<file path="config.mk">
export PLATFORM = sky130hd
export DESIGN_NAME = ir_pulse_36bit_decoder_core
export DESIGN_NICKNAME = d
export VERILOG_FILES = /design/src/ipd36_pkg.sv /design/src/ipd36_frame.sv /design/src/ir_pulse_36bit_decoder_core.sv
export SDC_FILE = /design/constraint.sdc
export NUM_CORES = 1
export LEC_CHECK = 0
export BUFFER_PORTS_ARGS = -buffer_cell sky130_fd_sc_hd__buf_4
export CORE_ASPECT_RATIO = 1.4
export CORE_MARGIN = 8
export CORE_UTILIZATION = 55
export CTS_CLUSTER_SIZE = 16
export DETAILED_ROUTE_END_ITERATION = 8
export GPL_ROUTABILITY_DRIVEN = 0
export PLACE_DENSITY = 0.76
export SLEW_MARGIN = 30
export SYNTH_ARGS = -nofsm -noshare
export SYNTH_HDL_FRONTEND = slang
export SYNTH_SLANG_ARGS = --single-unit
export TNS_END_PERCENT = 1
</file>
<file path="constraint.sdc">
create_clock -name clk -period 4.5 [get_ports clk]
set_input_delay 0.9 -clock clk [delete_from_list [all_inputs] [get_ports clk]]
set_output_delay 0.9 -clock clk [all_outputs]
set_load 0.01 [all_outputs]
</file>
<file path="src/ipd36_pkg.sv">
`timescale 1ns / 1ps
// ----------------------------------------------------------------------------
// ipd36_pkg
// Shared types and constants of the 36-bit IR pulse-distance decoder.
// ----------------------------------------------------------------------------
package ipd36_pkg;

  localparam int DUR_W  = 17;
  localparam int TOL_W  = 12;
  localparam int POS_W  = 7;
  localparam int NBITS  = 36;
  localparam int DATA_W = 32;
  localparam int MISC_W = NBITS - DATA_W;

  localparam logic [TOL_W-1:0] TOL_RESET = 12'd300;

  // nominal durations, 18-bit signed so that duration minus nominal cannot wrap
  localparam logic signed [DUR_W:0] HDR_MARK   = 18'sd4500;
  localparam logic signed [DUR_W:0] HDR_SPACE  = -18'sd4500;
  localparam logic signed [DUR_W:0] BIT_MARK   = 18'sd560;
  localparam logic signed [DUR_W:0] ONE_SPACE  = -18'sd1680;
  localparam logic signed [DUR_W:0] ZERO_SPACE = -18'sd560;

  localparam logic [POS_W-1:0] POS_MAX      = 7'd127;
  localparam logic [POS_W-1:0] POS_HDR_MARK = 7'd0;
  localparam logic [POS_W-1:0] POS_HDR_SPC  = 7'd1;
  localparam logic [POS_W-1:0] POS_FIRST    = 7'd2;
  localparam logic [POS_W-1:0] POS_GAP_MARK = 7'd34;
  localparam logic [POS_W-1:0] POS_GAP_SPC  = 7'd35;
  localparam logic [POS_W-1:0] POS_SECOND   = 7'd36;
  localparam logic [POS_W-1:0] POS_TRAILER  = 7'd76;
  localparam logic [POS_W-1:0] POS_LAST     = 7'd77;

  typedef enum logic [1:0] {
    ST_DECODED   = 2'd0,
    ST_NOT_PROTO = 2'd1,
    ST_BAD_BIT   = 2'd2
  } status_t;

  typedef struct packed {
    status_t           status;
    logic [DATA_W-1:0] data_word;
    logic [MISC_W-1:0] misc_bits;
  } result_t;

endpackage

</file>
<file path="src/ipd36_frame.sv">
`timescale 1ns / 1ps
// ----------------------------------------------------------------------------
// ipd36_frame
// Frame tracker: position count, header and bit checks, bit shifter, and the
// end-of-frame result for the item now being processed.
// ----------------------------------------------------------------------------
module ipd36_frame import ipd36_pkg::*; (
  input  logic                    clk,
  input  logic                    rst,
  input  logic                    step,
  input  logic signed [DUR_W-1:0] duration,
  input  logic                    last_in_frame,
  input  logic [TOL_W-1:0]        match_tolerance,
  output result_t                 result
);

  logic [POS_W-1:0] frame_position;
  logic [NBITS-1:0] bit_shift;
  logic             header_failed;
  logic             bit_failed;

  logic [POS_W-1:0] frame_position_next;
  logic [NBITS-1:0] bit_shift_next;
  logic             header_failed_next;
  logic             bit_failed_next;

  function automatic logic near(input logic signed [DUR_W-1:0] v,
                                input logic signed [DUR_W:0]   nom,
                                input logic [TOL_W-1:0]        tol);
    logic signed [DUR_W:0] d;
    logic [DUR_W:0]        a;
    d = {v[DUR_W-1], v} - nom;
    a = d[DUR_W] ? (-d) : d;
    return a <= {{(DUR_W+1-TOL_W){1'b0}}, tol};
  endfunction

  logic m_hdr_mark, m_hdr_space, m_bit_mark, m_one, m_zero;
  logic in_bits, hdr_bad;

  always_comb begin
    m_hdr_mark  = near(duration, HDR_MARK, match_tolerance);
    m_hdr_space = near(duration, HDR_SPACE, match_tolerance);
    m_bit_mark  = near(duration, BIT_MARK, match_tolerance);
    m_one       = near(duration, ONE_SPACE, match_tolerance);
    m_zero      = near(duration, ZERO_SPACE, match_tolerance);

    hdr_bad = ((frame_position == POS_HDR_MARK) && !m_hdr_mark)  ||
              ((frame_position == POS_HDR_SPC)  && !m_hdr_space) ||
              ((frame_position == POS_FIRST)    && !m_bit_mark)  ||
              ((frame_position == POS_GAP_SPC)  && !m_hdr_space);

    in_bits = ((frame_position >= POS_FIRST) && (frame_position < POS_GAP_MARK)) ||
              ((frame_position >= POS_SECOND) && (frame_position < POS_TRAILER));

    header_failed_next = header_failed | hdr_bad;
    bit_failed_next    = bit_failed;
    bit_shift_next     = bit_shift;
    if (in_bits) begin
      if (!frame_position[0]) begin
        if (!m_bit_mark) bit_failed_next = 1'b1;
      end else begin
        // one wins when both space windows overlap
        bit_shift_next = {bit_shift[NBITS-2:0], m_one};
        if (!m_one && !m_zero) bit_failed_next = 1'b1;
      end
    end

    frame_position_next = (frame_position < POS_MAX) ? frame_position + 7'd1
                                                     : frame_position;

    result.status    = ST_DECODED;
    result.data_word = '0;
    result.misc_bits = '0;
    if ((frame_position != POS_LAST) || header_failed_next) begin
      result.status = ST_NOT_PROTO;
    end else if (bit_failed_next) begin
      result.status = ST_BAD_BIT;
    end else begin
      result.data_word = bit_shift_next[NBITS-1:MISC_W];
      result.misc_bits = bit_shift_next[MISC_W-1:0];
    end
  end

  always_ff @(posedge clk) begin
    if (rst) begin
      frame_position <= '0;
      bit_shift      <= '0;
      header_failed  <= 1'b0;
      bit_failed     <= 1'b0;
    end else if (step) begin
      if (last_in_frame) begin
        frame_position <= '0;
        bit_shift      <= '0;
        header_failed  <= 1'b0;
        bit_failed     <= 1'b0;
      end else begin
        frame_position <= frame_position_next;
        bit_shift      <= bit_shift_next;
        header_failed  <= header_failed_next;
        bit_failed     <= bit_failed_next;
      end
    end
  end

endmodule

</file>
<file path="src/ir_pulse_36bit_decoder_core.sv">
`timescale 1ns / 1ps
// ----------------------------------------------------------------------------
// ir_pulse_36bit_decoder_core
// 36-bit IR pulse-distance decoder, streaming in and out.
// ----------------------------------------------------------------------------
// Usage:
//   s_* carries one signed duration per beat (mark > 0, space < 0, in us);
//   s_tlast marks the final duration of a captured frame.
//   m_* carries one result beat per frame, sent on the s_tlast beat:
//   status, 32 data bits (first received bit in bit 31) and 4 misc bits.
//   cfg_* writes match_tolerance; write only while the block is idle.
// Timing:
//   One beat accepted per cycle while the output is not stalled. A beat goes
//   into the input register, then through the frame logic into the result
//   register, which raises m_tvalid for the last beat of a frame.
// Stall:
//   A held result stops the input register from advancing; s_tready drops
//   only once the input register is full behind a stalled output.
// Reset:
//   rst clears frame state, empties both registers and sets the tolerance
//   back to 300 us.
// ----------------------------------------------------------------------------
module ir_pulse_36bit_decoder_core import ipd36_pkg::*; (
  input  logic             clk,
  input  logic             rst,
  input  logic             s_tvalid,
  output logic             s_tready,
  input  logic [23:0]      s_tdata,   // [16:0] duration, [23:17] zero
  input  logic             s_tlast,
  output logic             m_tvalid,
  input  logic             m_tready,
  output logic [39:0]      m_tdata,   // [1:0] status, [33:2] data_word,
                                      // [37:34] misc_bits, [39:38] zero
  input  logic             cfg_valid,
  output logic             cfg_ready,
  input  logic [TOL_W-1:0] cfg_data
);

  logic                    in_valid;
  logic signed [DUR_W-1:0] in_duration;
  logic                    in_last;
  logic [TOL_W-1:0]        match_tolerance;
  logic                    step;
  result_t                 result;
  result_t                 out_result;

  assign step      = in_valid && (!m_tvalid || m_tready);
  assign s_tready  = !in_valid || step;
  assign cfg_ready = 1'b1;

  always_ff @(posedge clk) begin
    if (rst) begin
      match_tolerance <= TOL_RESET;
    end else if (cfg_valid) begin
      match_tolerance <= cfg_data;
    end
  end

  always_ff @(posedge clk) begin
    if (rst) begin
      in_valid <= 1'b0;
    end else if (s_tready) begin
      in_valid <= s_tvalid;
    end
  end

  always_ff @(posedge clk) begin
    if (s_tready && s_tvalid) begin
      in_duration <= s_tdata[DUR_W-1:0];
      in_last     <= s_tlast;
    end
  end

  ipd36_frame u_frame (
    .clk             (clk),
    .rst             (rst),
    .step            (step),
    .duration        (in_duration),
    .last_in_frame   (in_last),
    .match_tolerance (match_tolerance),
    .result          (result)
  );

  always_ff @(posedge clk) begin
    if (rst) begin
      m_tvalid <= 1'b0;
    end else if (step && in_last) begin
      m_tvalid <= 1'b1;
    end else if (m_tready) begin
      m_tvalid <= 1'b0;
    end
  end

  always_ff @(posedge clk) begin
    if (step && in_last) begin
      out_result <= result;
    end
  end

  assign m_tdata = {2'b00, out_result.misc_bits, out_result.data_word,
                    out_result.status};

endmodule

</file>
==> results of run 1 <==
sequential cells by signal (all words and copies together) (netlist names):
| register | cells |
|---|---|
| u_frame.bit_shift | 36 |
| m_tdata | 38 |
| u_frame.frame_position | 7 |
| in_valid | 1 |
| in_duration | 17 |
| u_frame.bit_failed | 1 |
| in_last | 1 |
| match_tolerance | 12 |
| m_tvalid | 1 |
| u_frame.header_failed | 1 |
cell families after synthesis:
| logic type | after synthesis | synth area share, % |
|---|---|---|
| xor gates and xnor gates | 97 | 8.66 |
| muxes | 58 | 5.95 |
| adders and majority gates | 69 | 8.80 |
| and+or+nand+nor | 391 | 20.4 |
| AOI/OAI and AO/OA | 301 | 21.2 |
| buffers and inverters | 125 | 5.73 |
| DFF | 115 | 29.2 |
| other | 2 | 0.0766 |
stage by stage:
| step | hold WS, ns | std cells | power, mW |
|---|---|---|---|
| 2_1_floorplan | 0.460 | 1159 | 1.74 |
| 3_3_place_gp | 0.476 | 1492 | 1.97 |
| 3_5_place_dp | 0.489 | 1492 | 1.99 |
| 4_1_cts | 0.504 | 1524 | 3.39 |
| 5_1_grt | 0.533 | 1538 | 3.58 |
| 6_report | 0.496 | 1538 | 3.44 |
path summary, 6_finish.rpt:
check | end | cells past startpoint | slack (ns)
hold / removal | match_tolerance[1] | 2 | 0.50
hold reg to reg | match_tolerance[1] | 2 | 0.50
setup / recovery | m_tdata[11] | 19 | 0.07
setup reg to reg | m_tdata[11] | 19 | 0.07
Yosys cell counts, types with 15 or more instances:
master,count
a211oi_1,18
nand3_1,29
edfxtp_1,56
a21oi_1,74
nand2_1,85
o21ai_0,45
clkbuf_1,42
nor3_2,20
buf_2,20
nor2_1,110
xor2_1,16
a21o_1,16
nor3_1,44
a31oi_1,15
ha_1,69
mux2i_1,56
a22oi_1,38
nor2b_1,15
inv_1,35
dfxtp_1,59
nand4_1,25
xnor2_1,81
layout make-up:
cell class              count  area [µm²]  area share (%)
clock buffers              17         425            3.47
clock inverters            15         171            1.40
inverters                  41         154            1.26
multi-input cells         920        6700            54.7
flip-flops and latches    115        2860            23.4
well taps                 240         300            2.45
repair buffers            190        1640            13.4
metal layers:
metal  vias to the layer above  wire, µm  part of all wire, %  GRT usage [%]
met2                       415     14800                   50           44.1
met3                       146      1730                  5.8           4.85
met4                         0      2140                  7.2           16.9
met5                         -         0                    0              0
li1                       4548         -                    -              -
met1                      4492     11000                   37           27.2
critical path, cell delays in order (launching register included):
cell       delay, ns
edfxtp_1        0.50
buf_12          0.19
buf_12          0.13
a2111oi_4       0.36
buf_4           0.20
nor2_1          0.05
nor2_1          0.13
xnor2_1         0.09
xnor2_1         0.23
ha_1            0.30
a21oi_2         0.17
o211ai_1        0.12
nand2b_1        0.16
o211ai_1        0.16
or3b_4          0.43
a221oi_2        0.20
a41o_1          0.31
a31oi_4         0.12
clkbuf_16       0.25
nor3_1          0.17
power breakdown:
group	total, mW	internal (mW)	switching [mW]
clock network	1.40	0.831	0.568
registers	1.14	1.12	0.0190
logic	0.906	0.397	0.509
total	3.44	2.34	1.10
repair_timing:
action,CTS,global route
setup buffers,0,10
pin swaps,1,29
gates resized for setup,7,62
setup endpoints to repair,34,40
hold endpoints to repair,0,0
gates cloned,0,4
==> metrics.txt, run 1 <==
outcome finished, final reports clean; TNS Setup 0 ns; Fmax 0.226 GHz; kind of critical path register to register; antenna-violating nets left 0; Post-Syn Instances 1158; vias per cell 6.24; largest net degree at the start of global routing 52; Hold Buf Count CTS 0; post-route cell area 12200 µm²; vias in the first global route 9184; # diodes 0; Worst IR Drop VDD 0.000288 V; launching point of the worst reg2reg path in_duration[5]; Hold WC Path Type register to register; post-synthesis register bit count 115; Post-DP Area 11200 µm²; initial DRC count 648; Slew @ Worst Pin 0.906 ns; Pwr Density 281 nW/µm²; commonest cells after routing, fill and taps aside buf_4 (171), nor2_1 (107), nand2_1 (83), xnor2_1 (78), a21oi_1 (72); Die Wd 129 µm; Worst Setup Start Kind register; DP HPWL 21100 µm; post-layout min period 4.43 ns; crit path max fanout 5; Critical Path RT 4.77 ns; Area Growth Syn to Fin 24.9%; Nets 1396; DRC violations left 0; Slew HR 39.6%; sequential area share after synthesis 29.2%; static leakage 5.00 nW; Longest Clk Path Bufs 2; Placeable Area 17700 µm²; CTS buffer count 17; clock root cell clkbuf_16; top post-synthesis cells by area edfxtp_1 (17%), dfxtp_1 (12%), ha_1 (8.8%); drt total wl 29700 µm; post-layout util 69.2%; CP Launch Point in_duration[5]; RSZ-0062 raised after global routing yes; commonest non-fill, non-tap cell in the layout buf_4; CTS sink count 115; Hold Violations, Final 0; post-synth top area share 17.1%; TritonCTS clock tree built; Netlist cell types 84; Tcrit/Tclk final 98.4%; syn_area_per_cell 8.47 µm²; GRT overflow 0; Die ar. 22400 µm²; DRT Pass-1 Iters 5; number of synthesized flops with an enable pin 56; clk_lat worst skew 0.43 ns; YS warnings 0; number of port buffers 74; crit end category register; fin worst setup slack 0.0735 ns; # Max-Cap Violations 0; share of layout cells above drive strength 1 24.3%; Max Slew Vio Count 0; final setup fails 0; worst hold start match_tolerance[1]; CTS HTree Levels 4; worst slack, placed -0.142 ns; antenna violations before repair 0; Row Count 58; FILL cells 1414; Die Y-Extent 174 µm; first-pass GRT wire length 45800 µm; Vias 9601; Clock Skew 0.0132 ns; clock-pin slew on the worst setup and hold paths 0.07 ns; Initial Util 55.4%; async set-reset flop share out of synthesis 0%; ys flop type dfxtp_1; Synth Cell Area 9810 µm²; top cell type by total area after synthesis edfxtp_1; I/O Pins 85; Worst Path Arrival 4.69 ns; wire length per cell 19.3 µm; Total GRT Usage 25.4%
Note: power is estimated with default switching activity, not from simulation.
==> inputs of run 2 (changes only) <==
--- a/config.mk
+++ b/config.mk
@@ -5,6 +5,7 @@
 export SDC_FILE = /design/constraint.sdc
 export NUM_CORES = 1
 export LEC_CHECK = 0
+export ABC_AREA = 1
 export BUFFER_PORTS_ARGS = -buffer_cell sky130_fd_sc_hd__buf_4
 export CORE_ASPECT_RATIO = 1.4
 export CORE_MARGIN = 8
@@ -12,7 +13,7 @@
 export CTS_CLUSTER_SIZE = 16
 export DETAILED_ROUTE_END_ITERATION = 8
 export GPL_ROUTABILITY_DRIVEN = 0
-export PLACE_DENSITY = 0.76
+export PLACE_DENSITY = 0.74
 export SLEW_MARGIN = 30
 export SYNTH_ARGS = -nofsm -noshare
 export SYNTH_HDL_FRONTEND = slang
==> constraint.sdc (replaced) <==
create_clock -name clk -period 4.2 [get_ports clk]
set_input_delay 0.84 -clock clk [delete_from_list [all_inputs] [get_ports clk]]
set_output_delay 0.84 -clock clk [all_outputs]
set_load 0.01 [all_outputs]
==> metrics.txt, run 2 <==
Max Slew Vio Count 0; combinational share of power 23.1%; Area Growth Syn to Fin 17.8%; outcome finished, final reports clean; clk_lat worst skew 0.43 ns; Nets 1635; TritonCTS clock tree built; Synth Cell Area 9670 µm²; ys flop type dfxtp_1; largest net degree at the start of global routing 44; Hold Violations, Final 0; Worst Path Arrival 4.26 ns; Row Count 57; Vias 9573; YS warnings 0; Initial Util 55.8%; post-synthesis register bit count 115; Netlist cell types 44; Placeable Area 17300 µm²; number of port buffers 74; CTS buffer count 17; clock power share 42.2%; CTS sink count 115; share of layout cells above drive strength 1 17.8%; Hold Buf Count CTS 0; drt total wl 27700 µm; post-synth top area share 17.4%; Die ar. 22100 µm²; Fmax 0.251 GHz; post-layout min period 3.98 ns; Cell Int Power 2.38 mW; number of synthesized flops with an enable pin 56; I/O Pins 85; first-pass GRT wire length 44800 µm; Slew @ Worst Pin 0.929 ns; CTS HTree Levels 4; antenna violations before repair 0; most common cell in the netlist nand2_1; top cell type by total area after synthesis edfxtp_1; switching part of the total 32.2%; crit path max fanout 14; Die Wd 128 µm; DRT Pass-1 Iters 5; wire length per cell 15.6 µm; # Max-Cap Violations 0; syn_area_per_cell 6.78 µm²; FILL cells 1574; initial DRC count 609; DP HPWL 20500 µm; worst slack, placed 0.184 ns; fin worst setup slack 0.215 ns; commonest non-fill, non-tap cell in the layout nand2_1; final setup fails 0; Post-Syn Instances 1427; antenna-violating nets left 0; vias per cell 5.40; DRC violations left 0; clock root cell clkbuf_16; Worst Setup Start Kind register; Pwr Density 308 nW/µm²; clock-pin slew on the worst setup and hold paths 0.07 ns; commonest cells after routing, fill and taps aside nand2_1 (418), inv_1 (165), buf_4 (122), nor2_1 (114), nand3_1 (109); async set-reset flop share out of synthesis 0%; Hold WC Path Type register to register; top cells by count, synth nand2_1 (426), inv_1 (167), nor2_1 (123); TNS Setup 0 ns; top post-synthesis cells by area edfxtp_1 (17%), nand2_1 (17%), dfxtp_1 (12%); Clock Skew 0.0151 ns; Worst IR Drop VDD 0.000306 V; # diodes 0; kind of critical path register to register; max reg flops 38; vias in the first global route 9401; Die Y-Extent 173 µm; RSZ-0062 raised after global routing yes; Slew HR 38.0%; Total GRT Usage 25.4%; Longest Clk Path Bufs 2; Critical Path RT 4.48 ns; sequential area share after synthesis 29.6%; sequential power share 34.6%; static leakage 5.85 nW; GRT overflow 0; crit end category register; Psw 1.13 mW; Tcrit/Tclk final 94.9%
-- run 2: layout make-up --
type                    instances  area (µm²)  area share, %
multi-input cells            1080        5950           52.2
clock inverters                15         170           1.49
flip-flops and latches        115        2860           25.1
inverters                     183         691           6.06
clock buffers                  17         425           3.73
repair buffers                127         998           8.76
well taps                     236         295           2.59
-- run 2: stage by stage --
step	power [mW]	area [µm²]	utilization [%]	hold slack (ns)	std cells
final	3.52	11400	65.8	0.485	1773
after CTS	3.51	11200	64.5	0.485	1759
after floorplan	1.81	9680	-	0.445	1428
after global placement	2.00	10600	61.1	0.451	1727
after global routing	3.70	11400	65.8	0.502	1773
after detailed placement	2.02	10600	61.1	0.457	1727
-- run 2: layer usage --
metal | GRT usage, % | routed length (µm)
met4 | 15.7 | 1680
met1 | 26.4 | 10600
met2 | 45.6 | 14000
met3 | 5.14 | 1410
met5 | 0 | 0
-- run 2: cell families after synthesis --
group                    Yosys count  synth area share, %
AND/OR/NAND/NOR                  760                 34.0
buffers and inverters            233                 10.0
multiplexers                      35                 3.62
XOR/XNOR                          44                 4.06
flip-flops                       115                 29.6
AO/OA/AOI/OAI                    169                 9.65
adder cells (fa/ha/maj)           69                 8.93
other                              2               0.0776
-- run 2: path summary, 6_finish.rpt --
kind	start	endpoint	slack (ns)	cells past startpoint
max	in_duration[5]	m_tdata[22]	0.22	27
min	u_frame.bit_shift[31]	u_frame.bit_shift[31]	0.48	2
max reg2reg	in_duration[5]	m_tdata[22]	0.22	27
min reg2reg	u_frame.bit_shift[31]	u_frame.bit_shift[31]	0.48	2
-- run 2: worst max-delay path: stages (launching register included) --
cell and delay, ns:
edfxtp_1 0.53, buf_4 0.20, nor2_1 0.18, nor2_1 0.09, nand2_1 0.15, nand2_2 0.11, a31oi_2 0.20, inv_2 0.11
nor2_1 0.12, xor2_1 0.15, inv_1 0.05, ha_1 0.29, a21oi_1 0.16, nor2_1 0.05, nor3_1 0.14, nand3_1 0.10
nand2_1 0.06, nand2_1 0.05, nand2_1 0.07, nand3_1 0.07, nor2_1 0.10, nand3_1 0.09, nand3_1 0.09, nand2_1 0.09
a21oi_4 0.19, nand2_4 0.11, buf_12 0.17, nor2_2 0.10
-- run 2: timing repair --
| action | 4_1_cts | 5_1_grt |
|---|---|---|
| resized for setup | 0 | 31 |
| endpoints found under the setup margin | 0 | 38 |
| buffers inserted | 0 | 14 |
-- run 2: power groups by stage --
stage / logic (mW) / registers, mW / clock network (mW)
final: 0.814 / 1.22 / 1.48
after global routing: 0.922 / 1.22 / 1.56
after CTS: 0.779 / 1.22 / 1.51
after detailed placement: 0.773 / 1.24 / 0
after global placement: 0.755 / 1.24 / 0
after floorplan: 0.576 / 1.23 / 0
